<file path="src/hw/rtl/sli_pkg.sv">
// Shared types and constants for the sorted list insert engine.
// No dependencies; imported by sli_cell and sorted_list_insert_engine.
package sli_pkg;

    localparam int SLI_DEPTH = 16;
    localparam int DATA_W    = 32;

    typedef enum logic [1:0] {
        ACT_APPEND  = 2'd0,
        ACT_PUSH    = 2'd1,
        ACT_ORDERED = 2'd2,
        ACT_READ    = 2'd3
    } act_t;

    typedef enum logic [1:0] {
        STAT_INSERTED = 2'd0,
        STAT_READ     = 2'd1,
        STAT_FULL     = 2'd2,
        STAT_EMPTY    = 2'd3
    } stat_t;

    typedef enum logic {
        ST_IDLE = 1'b0,
        ST_READ = 1'b1
    } state_t;

    typedef struct packed {
        logic                     en;
        act_t                     act;
        logic signed [DATA_W-1:0] value;
    } cell_ctl_t;

endpackage

</file>
<file path="src/hw/rtl/sli_cell.sv">
// One list slot: holds an entry, decides to hold, take the new value or
// take its left neighbor's entry. Depends on sli_pkg.
module sli_cell
    import sli_pkg::*;
#(
    parameter int CW  = 5,
    parameter int IDX = 0
)
(
    input  logic                     clk,
    input  cell_ctl_t                ctl,
    input  logic [CW-1:0]            fill,
    input  logic signed [DATA_W-1:0] left_value,
    input  logic                     found_in,
    output logic signed [DATA_W-1:0] value,
    output logic                     found_out
);

    logic signed [DATA_W-1:0] value_reg;
    logic signed [DATA_W-1:0] value_next;
    logic                     occupied;
    logic                     at_fill;
    logic                     hit;
    logic                     take_new;

    assign occupied  = fill > CW'(IDX);
    assign at_fill   = fill == CW'(IDX);
    assign hit       = occupied && ((ctl.act == ACT_PUSH) ||
                       ((ctl.act == ACT_ORDERED) && (value_reg > ctl.value)));
    assign found_out = found_in | hit;
    assign take_new  = !found_in && (hit || at_fill);

    always_comb
    begin
        value_next = value_reg;
        if (ctl.en && found_in)
        begin
            value_next = left_value;
        end
        else if (ctl.en && take_new)
        begin
            value_next = ctl.value;
        end
    end

    always_ff @(posedge clk)
    begin
        value_reg <= value_next;
    end

    assign value = value_reg;

endmodule

</file>
<file path="src/hw/rtl/sorted_list_insert_engine.sv">
// Top level of the sorted list insert engine: a chain of sli_cell slots,
// fill counter, read-out sequencer and output register. Depends on sli_pkg.
//
// Usage: each input beat carries an action in s_axis_tuser and a signed
// value in s_axis_tdata. Append, push and ordered insert update the chain of
// cells in the cycle the beat is accepted and load one status beat
// (inserted, or full dropped) into the output register, with tlast high. A
// read-out beat returns every stored entry from head to tail, one beat per
// cycle while m_axis_tready is high, tlast on the tail entry; an empty list
// gives a single empty beat. Throughput: one insert per cycle while the
// receiver keeps m_axis_tready high; a read out holds off the input until
// the tail entry is loaded, as the single read port walks the cells. The
// output register frees the input side as soon as the pending beat is taken.
// A receiver stall freezes the output beat and holds off new input. Reset
// empties the list and the output register; slot contents are not cleared.
module sorted_list_insert_engine
    import sli_pkg::*;
#(
    parameter int DEPTH = SLI_DEPTH
)
(
    input  logic                     clk,
    input  logic                     rst_n,
    input  logic                     s_axis_tvalid,
    output logic                     s_axis_tready,
    input  logic [DATA_W-1:0]        s_axis_tdata,  // [31:0] value
    input  logic [1:0]               s_axis_tuser,  // [1:0] action
    output logic                     m_axis_tvalid,
    input  logic                     m_axis_tready,
    output logic [DATA_W-1:0]        m_axis_tdata,  // [31:0] data
    output logic [1:0]               m_axis_tuser,  // [1:0] status
    output logic                     m_axis_tlast
);

    localparam int CW = $clog2(DEPTH + 1);
    localparam int IW = $clog2(DEPTH);

    state_t                   state_reg;
    state_t                   state_next;
    logic [CW-1:0]            fill_reg;
    logic [CW-1:0]            fill_next;
    logic [IW-1:0]            rd_idx_reg;
    logic [IW-1:0]            rd_idx_next;
    logic                     m_valid_reg;
    logic                     m_valid_next;
    logic [DATA_W-1:0]        m_data_reg;
    logic [DATA_W-1:0]        m_data_next;
    stat_t                    m_stat_reg;
    stat_t                    m_stat_next;
    logic                     m_last_reg;
    logic                     m_last_next;

    act_t                     in_act;
    logic                     in_fire;
    logic                     out_free;
    logic                     full;
    logic                     rd_last;
    logic                     load;
    logic                     rd_step;
    cell_ctl_t                ctl;
    logic signed [DATA_W-1:0] cell_value [DEPTH];
    logic                     found      [DEPTH+1];

    assign in_act   = act_t'(s_axis_tuser);
    assign out_free = !m_valid_reg || m_axis_tready;
    assign in_fire  = s_axis_tvalid && s_axis_tready;
    assign full     = fill_reg == CW'(DEPTH);
    assign rd_last  = (CW'(rd_idx_reg) + CW'(1)) == fill_reg;

    assign ctl.en    = in_fire && (in_act != ACT_READ) && !full;
    assign ctl.act   = in_act;
    assign ctl.value = s_axis_tdata;

    assign found[0] = 1'b0;

    for (genvar i = 0; i < DEPTH; i++)
    begin : g_cell
        sli_cell #(
            .CW  (CW),
            .IDX (i)
        ) u_cell (
            .clk        (clk),
            .ctl        (ctl),
            .fill       (fill_reg),
            .left_value ((i == 0) ? cell_value[0] : cell_value[(i == 0) ? 0 : i - 1]),
            .found_in   (found[i]),
            .value      (cell_value[i]),
            .found_out  (found[i+1])
        );
    end

    always_comb
    begin
        state_next = state_reg;
        unique case (state_reg)
            ST_IDLE:
            begin
                if (in_fire && (in_act == ACT_READ) && (fill_reg != '0))
                begin
                    state_next = ST_READ;
                end
            end
            ST_READ:
            begin
                if (out_free && rd_last)
                begin
                    state_next = ST_IDLE;
                end
            end
            default:
            begin
                state_next = ST_IDLE;
            end
        endcase
    end

    always_comb
    begin
        s_axis_tready = 1'b0;
        load          = 1'b0;
        rd_step       = 1'b0;
        m_data_next   = m_data_reg;
        m_stat_next   = m_stat_reg;
        m_last_next   = m_last_reg;
        unique case (state_reg)
            ST_IDLE:
            begin
                s_axis_tready = out_free;
                if (in_fire && !((in_act == ACT_READ) && (fill_reg != '0)))
                begin
                    load        = 1'b1;
                    m_last_next = 1'b1;
                    if (in_act == ACT_READ)
                    begin
                        m_data_next = '0;
                        m_stat_next = STAT_EMPTY;
                    end
                    else
                    begin
                        m_data_next = s_axis_tdata;
                        m_stat_next = full ? STAT_FULL : STAT_INSERTED;
                    end
                end
            end
            ST_READ:
            begin
                if (out_free)
                begin
                    load        = 1'b1;
                    rd_step     = 1'b1;
                    m_data_next = cell_value[rd_idx_reg];
                    m_stat_next = STAT_READ;
                    m_last_next = rd_last;
                end
            end
            default:
            begin
                s_axis_tready = 1'b0;
            end
        endcase
    end

    always_comb
    begin
        fill_next    = ctl.en ? fill_reg + CW'(1) : fill_reg;
        rd_idx_next  = in_fire ? '0 : (rd_step ? rd_idx_reg + IW'(1) : rd_idx_reg);
        m_valid_next = load ? 1'b1 : (m_axis_tready ? 1'b0 : m_valid_reg);
    end

    always_ff @(posedge clk or negedge rst_n)
    begin
        if (!rst_n)
        begin
            state_reg   <= ST_IDLE;
            fill_reg    <= '0;
            rd_idx_reg  <= '0;
            m_valid_reg <= 1'b0;
        end
        else
        begin
            state_reg   <= state_next;
            fill_reg    <= fill_next;
            rd_idx_reg  <= rd_idx_next;
            m_valid_reg <= m_valid_next;
        end
    end

    always_ff @(posedge clk)
    begin
        m_data_reg <= m_data_next;
        m_stat_reg <= m_stat_next;
        m_last_reg <= m_last_next;
    end

    assign m_axis_tvalid = m_valid_reg;
    assign m_axis_tdata  = m_data_reg;
    assign m_axis_tuser  = m_stat_reg;
    assign m_axis_tlast  = m_last_reg;

endmodule
</file>
<file path="config.mk">
export PLATFORM = sky130hd
export DESIGN_NAME = sorted_list_insert_engine
export DESIGN_NICKNAME = d
export VERILOG_FILES = /design/src/hw/rtl/sli_pkg.sv /design/src/hw/rtl/sli_cell.sv /design/src/hw/rtl/sorted_list_insert_engine.sv
export SDC_FILE = /design/constraint.sdc
export NUM_CORES = 2
export LEC_CHECK = 0
export BUFFER_PORTS_ARGS = -buffer_cell sky130_fd_sc_hd__buf_4
export CAP_MARGIN = 40
export CORE_MARGIN = 2
export CORE_UTILIZATION = 55
export CTS_BUF_LIST = sky130_fd_sc_hd__clkbuf_8
export DETAILED_ROUTE_END_ITERATION = 6
export GPL_TIMING_DRIVEN = 0
export PLACE_DENSITY = 0.8
export SLEW_MARGIN = 30
export SYNTH_ARGS = -nofsm -noshare
export SYNTH_HDL_FRONTEND = slang
export SYNTH_SLANG_ARGS = --single-unit
export TNS_END_PERCENT = 100
</file>
<file path="constraint.sdc">
create_clock -name clk -period 5.1 [get_ports clk]
set_input_delay 0.765 -clock clk [delete_from_list [all_inputs] [get_ports clk]]
set_output_delay 0.765 -clock clk [all_outputs]
set_load 0.05 [all_outputs]
</file>
# ---- Yosys cells after proc, flatten, opt, wreduce, memory -nomap -nowiden
# Cells that the tools add are included.
dict set report word_totals {
  elab_cells 312
  ff_bits 558
  inputBits 38
}
dict set report classes {
  n_addsub 3
  n_bitwise 16
  n_reduce_logical 157
  muxes 57
  n_lt_le_gt_ge 33
  n_eq_ne 23
}
# operator count
set ops {}
lappend ops {{$mux 32} 35}
lappend ops {{$gt 32x32->1} 16}
lappend ops {{$bmux 32 s4} 1}
lappend ops {{$logic_and 1x1->1} 86}
lappend ops {{$pmux 32 s2} 1}
lappend ops {{$eq 5x4->1 const B} 8}
lappend ops {{$gt 5x4->1 const B} 8}
lappend ops {{$reduce_bool 2->1} 17}
lappend ops {{$logic_or 1x1->1} 33}
lappend ops {{$eq 5x3->1 const B} 4}
lappend ops {{$gt 5x3->1 const B} 4}
lappend ops {{$logic_not 1->1} 18}
lappend ops {{$or 1x1->1} 14}
lappend ops {{$eq 5x2->1 const B} 2}
lappend ops {{$gt 5x1->1 const B} 2}
lappend ops {{$gt 5x2->1 const B} 2}
lappend ops {{$mux 1} 10}
lappend ops {{$mux 2} 4}
lappend ops {{$mux 4} 2}
lappend ops {{$pmux 1 s2} 3}
lappend ops {{$add 4x1->5 const B} 1}
lappend ops {{$add 5x1->5 const B} 1}
lappend ops {{$eq 5x1->1 const B} 1}
lappend ops {{$eq 5x5->1} 1}
lappend ops {{13 further kinds} 15}

# ---- Depth between registers and ports, before layout
dict set report logic_depth {
  depth_word 23
  ltp_mapped 15
  depth_no_buf 12
}

# ---- Cells and area by module
# A second synthesis with hierarchy kept.
dict set report hier_totals {
  cells_unflattened 3805
  area_unflattened_um2 42081.6
}
# module cells_each area_per_inst_um2 seq_area_each_um2 n_inst
set by_module_without_submodules {}
lappend by_module_without_submodules {sorted_list_insert_engine 693 6401.1 1326.3 1}
lappend by_module_without_submodules {{sli_cell at g_cell[9].u_cell} 196 2263.4 960.9 1}
lappend by_module_without_submodules {{sli_cell at g_cell[5].u_cell} 196 2259.7 960.9 1}
lappend by_module_without_submodules {{sli_cell at g_cell[13].u_cell} 196 2257.2 960.9 1}
lappend by_module_without_submodules {{sli_cell at g_cell[0].u_cell} 197 2240.9 960.9 1}
lappend by_module_without_submodules {{sli_cell at g_cell[12].u_cell} 195 2240.9 960.9 1}
lappend by_module_without_submodules {{sli_cell at g_cell[7].u_cell} 193 2233.4 960.9 1}
lappend by_module_without_submodules {{sli_cell at g_cell[8].u_cell} 193 2232.1 960.9 1}
lappend by_module_without_submodules {{sli_cell at g_cell[10].u_cell} 194 2230.9 960.9 1}
lappend by_module_without_submodules {{sli_cell at g_cell[14].u_cell} 195 2227.1 960.9 1}
lappend by_module_without_submodules {{sli_cell at g_cell[1].u_cell} 194 2219.6 960.9 1}
lappend by_module_without_submodules {{sli_cell at g_cell[11].u_cell} 193 2218.4 960.9 1}
lappend by_module_without_submodules {{sli_cell at g_cell[4].u_cell} 195 2217.1 960.9 1}
lappend by_module_without_submodules {{sli_cell at g_cell[6].u_cell} 194 2213.4 960.9 1}
lappend by_module_without_submodules {{+3 rows} - - - -}

# ---- Least setup slack after synthesis
# No wires, ideal clock.
dict set report synth_path {
  kind {input-to-reg}
  start {input port s_axis_tdata[30]}
  end {register g_cell[8].u_cell.value_reg[0], enable pin}
  setup_time_ns 0.440
  path_stages 14
  arrival_time_ns 5.242
  path_slack_ns -0.581
  cell_sequence {inv_1 > ha_1 > a21oi_1 > nand2_1 > a221o_1 > a211o_1 > or3b_2 > nand3_1 > nor4_4 > and3_1 > buf_2 > and2_1 > clkbuf_1 > a41oi_1}
}
dict set report synth_between {
  elab_chain_cells 15
}
# element line_no
set synth_rtl {}
lappend synth_rtl {{from (decl)} sorted_list_insert_engine.sv:26} ;# input logic [DATA_W-1:0] s_axis_tdata,
lappend synth_rtl {{$gt 32x32->1} sli_cell.sv:29} ;# ((ctl.act == ACT_ORDERED) && (value_reg > ctl.value)));
lappend synth_rtl {{$logic_and 1x1->1} sli_cell.sv:29}
lappend synth_rtl {{$logic_or 1x1->1} sli_cell.sv:28} ;# assign hit = occupied && ((ctl.act == ACT_PUSH) ||
lappend synth_rtl {{$logic_and 1x1->1} sli_cell.sv:28}
lappend synth_rtl {{$or 1x1->1 (7 in series)} sli_cell.sv:30} ;# assign found_out = found_in | hit;
lappend synth_rtl {{$logic_not 1->1} sli_cell.sv:31} ;# assign take_new = !found_in && (hit || at_fill);
lappend synth_rtl {{$logic_and 1x1->1} sli_cell.sv:31}
lappend synth_rtl {{$logic_and 1x1->1} sli_cell.sv:40} ;# else if (ctl.en && take_new)
lappend synth_rtl {{$reduce_bool 2->1 (no source line) *} -}
lappend synth_rtl {{to (signal assigned)} sli_cell.sv:48} ;# value_reg <= value_next;
lappend synth_rtl {{to (decl)} sli_cell.sv:19} ;# logic signed [DATA_W-1:0] value_reg;
# Mark *: on every way between the ends. The rest lies on a longest branch, timed or not.
# A chain may end at the register's enable or synchronous reset.

# ---- Worst setup path in the final report
dict set report layout_path {
  start {input port s_axis_tdata[15]}
  end {register g_cell[12].u_cell.value_reg[20] (data pin)}
}
dict set report layout_between {
  elab_chain_cells 17
}
# element line_no
set layout_rtl {}
lappend layout_rtl {{$gt 32x32->1} sli_cell.sv:29}
lappend layout_rtl {{$logic_and 1x1->1} sli_cell.sv:29}
lappend layout_rtl {{$logic_or 1x1->1} sli_cell.sv:28}
lappend layout_rtl {{$logic_and 1x1->1} sli_cell.sv:28}
lappend layout_rtl {{$or 1x1->1 (10 in series)} sli_cell.sv:30}
lappend layout_rtl {{$or 1x1->1 *} sli_cell.sv:30}
lappend layout_rtl {{$logic_and 1x1->1 *} sli_cell.sv:36} ;# if (ctl.en && found_in)
lappend layout_rtl {{$mux 32 *} sli_cell.sv:36}
lappend layout_rtl {{net g_cell[12].u_cell.value_next[20]} sli_cell.sv:20} ;# logic signed [DATA_W-1:0] value_next;
lappend layout_rtl {{to (signal assigned)} sli_cell.sv:48}
lappend layout_rtl {{to (decl)} sli_cell.sv:19}
# Mark *: on every way through the listed nets, which the timed path passes. The rest lies on a longest branch.

==> metrics.md <==
| Metric | Value |
|---|---|
| Syn Std Cell Area | 0.0390 sq mm |
| Placer Congestion | 1.05 |
| Core Util, Final | 63.6% |
| Initial Util | 55.6% |
| Post-synthesis register bit count | 558 |
| Syn nets | 3642 |
| Die width | 270 microns |
| Fin Setup TNS | -16.99 ns |
| Routed Antenna Nets | 0 |
| Num CTS Buffers | 97 |
| Synth Area in Compound Gates | 9.54% |
| Clk sinks | 558 |
| Drt pass-1 iters | 6 |
| Final Non-Filler Cells | 4395 |
| Crit end category | flip-flop |
| Number of port buffers | 74 |
| Synth cell types | 78 |
| Multi-input logic area | 0.0219 sq mm |
| Leading area contributor after synthesis | edfxtp_1 |
| Critical Path, Cell by Cell | buf_4 > clkinvlp_4 > ha_1 > nand4_1 > nor4_4 > a221oi_1 > a2bb2oi_1 > o221ai_1 > nor4_4 > buf_4 > and3_1 > buf_2 > a31oi_1 > buf_2 > buf_2 > mux2_1 |
| Dominant cells by area after synthesis | edfxtp_1, ha_1, mux4_2 |
| Final Max Tran Viols | 0 |
| Synth-to-layout area growth | 14.4% |
| Period minus WS final | 5.28 ns |
| Layout Nets | 3933 |
| Fin. Hold Viols | 0 |
| Arrival time at the worst endpoint | 5.74 ns |
| Longest Clk Path Bufs | 3 |
| # IOs | 75 |
| Period utilization | 103% |
| Placed cell count | 4165 |
| Post-synthesis adder-cell area fraction | 16.6% |
| Largest family of logic cells by synthesized area | multiplexers |
| Sequential Area | 0.0167 sq mm |
| Leakage power | 16.6 nW |
| YS warnings | 0 |
| Final Instance Area | 0.0446 sq mm |
| Fillers | 5411 |
| Root Buffer | clkbuf_8 |
| Asr flop ratio synth | 1.97% |
| WP data required | 5.56 ns |
| Skew final | 0.0435 ns |
| Primary FF master, synth | edfxtp_1 |
| # DRC | 0 |
| Worst path most repeated cell | buf_2 |
| Vias in the first global route | 30092 |
| Failing checks | negative setup slack |
| Power density cells | 351 mW/mm^2 |
| Core ar. | 0.0701 sq mm |
| Status | finished with violations |
| CTS tree | built |
| Std cell rows | 97 |
| Crit Path Max Fanout | 10 |
| Max-cap violations | 0 |
| Slowest-stage cell, CP | nor4_4 |
| Tot GR Track Use | 39.5% |
| Max transition margin | 33.9% |
| Worst IR drop on VDD | 294 uV |
| Crit Path Category | in -> reg |
| Crit-path leading delay family | buffers and inverters |
| Synth Instances | 3086 |
| Pin count of the biggest net entering global routing | 25 |
| Commonest non-fill, non-tap cell in the layout | edfxtp_1 |
| Critical Path Source Type | primary input |
| Final setup margin | -0.178 ns |
| Share of cells above drive strength 1 | 25.8% |
| Overflow after GRT | 0 |
| Post-synthesis sequential area ratio | 42.8% |
| Detailed Place HPWL | 109000 microns |
| Via-to-Cell Ratio | 7.10 |
| Syn_area_per_cell | 12.6 sq um |
| Fmax | 189 MHz |
| Die extent in y | 270 microns |
| DR vias | 31223 |
| Clock insertion delay at the later pin of the skew report | 0.74 ns |
| Multiplexer area fraction after synthesis | 20.4% |
| Commonest non-fill, non-tap cells in the layout | edfxtp_1, ha_1, mux2_2 |
| Die area | 0.0730 sq mm |
| Share of Yosys cell area claimed by the top area cell type | 42.1% |
| Worst-Margin Slew | 0.991 ns |
| Slowest Stage Delay on Critical Path | 0.62 ns |
| Post-synth EDFFs | 547 |
| WL/cell | 33.3 microns |
| First-pass GRT wire length | 209000 microns |
| Min-Delay Path Class | in -> reg |
| Initial antenna violation count | 3 |
| Routed WL | 147000 microns |
| Clock slew at reported path FFs | 0.06 ns |
| # H-tree levels | 3 |
| Cell Area, Placed | 0.0421 sq mm |
| Largest register FFs | 512 |
| Synth Area in Simple Gates | 7.99% |
| Worst Path Buf+Inv | 6 |
| Initial drt markers | 4796 |
| Synth Area in XOR/XNOR | 0.225% |
| Hold WS | 0.235 ns |
| Setup violators final | 186 |
[per-layer routing]
metal	part of all wire, %	global-route usage [%]	up-vias
li1	-	-	12995
met1	35	50.1	15196
met5	0.063	0.855	-
met2	41	56.2	2431
met4	9.7	30.0	6
met3	14	12.5	595
[cell usage after synthesis (25+ instances only)]
library cell,count
a211oi_1,25
a21o_1,39
a21oi_1,166
clkbuf_1,97
edfxtp_1,547
ha_1,518
inv_1,74
mux2_1,104
mux2_2,282
mux4_2,160
nand2_1,242
nand3_1,65
nand4_1,84
nor2_1,84
nor3_1,30
o21ai_0,177
o22ai_1,35
[worst paths after layout]
check / slack [ns] / start / cells past startpoint / endpoint
min in group asynchronous: 0.41 / rst_n / 2 / rd_idx_reg[0]
max in group asynchronous: 4.50 / rst_n / 2 / fill_reg[3]
min reg2reg: 0.58 / g_cell[3].u_cell.value[3] / 2 / g_cell[4].u_cell.value[3]
min: 0.23 / s_axis_tdata[21] / 1 / g_cell[0].u_cell.value[21]
max reg2reg: 0.05 / g_cell[2].u_cell.value[15] / 14 / g_cell[12].u_cell.value[20]
max: -0.18 / s_axis_tdata[15] / 16 / g_cell[12].u_cell.value[20]
[cell families (layout without fill, tap and decap cells)]
kind of cell | Yosys count | count (layout)
flip-flops | 558 | 558
AO/OA/AOI/OAI | 599 | 599
other | 0 | 2
adder cells (fa/ha/maj) | 518 | 518
AND/OR/NAND/NOR | 629 | 629
multiplexers | 548 | 548
XOR/XNOR | 10 | 10
buffers and inverters | 224 | 591
[area by class of cell]
| cell class | instances | area share, % |
|---|---|---|
| inverter | 75 | 0.774 |
| timing repair buffer | 176 | 4.48 |
| timing repair inverter | 17 | 0.202 |
| antenna | 2 | 0.0112 |
| clock inverter | 72 | 0.777 |
| multi-input combinational | 2304 | 49.0 |
| tap | 940 | 2.64 |
| buffer | 148 | 1.49 |
| clock buffer | 103 | 3.18 |
| sequential | 558 | 37.4 |
[report_power, final]
part           internal (W)  switching, W  leakage, nW
clock network       0.00195       0.00201        0.988
registers           0.00546      0.000165         5.07
logic               0.00241       0.00366         10.6
total               0.00982       0.00583         16.6
[worst reg2reg max path, cell delays in order, from the launching register on]
cell and delay (ns):
edfxtp_1 0.44, ha_1 0.33, nand4_1 0.45, nor4_4 0.62, a221oi_1 0.26, a2bb2oi_1 0.21
o221ai_1 0.42, nor4_4 0.08, buf_4 0.17, and3_1 0.16, buf_2 0.19, a31oi_1 0.31
buf_2 0.30, buf_2 0.40, mux2_1 0.43
[stage by stage]
step                      worst slack (ns)  power (W)
after floorplan                     -0.245    0.00936
after global placement               -4.07     0.0112
after detailed placement             -1.61     0.0115
after CTS                          0.00941     0.0154
after global routing               -0.0371     0.0160
final                               -0.178     0.0157
[repair_timing]
item                                    in CTS  in global routing
resized for setup                           42                 19
endpoints found under the hold margin       11                  0
endpoints found under the setup margin     672                430
cloned                                      10                  7
buffers inserted                             6                 15
pin swaps                                    5                  4
hold buffers                                 1                  0
Power figures use the tool's default switching activity.
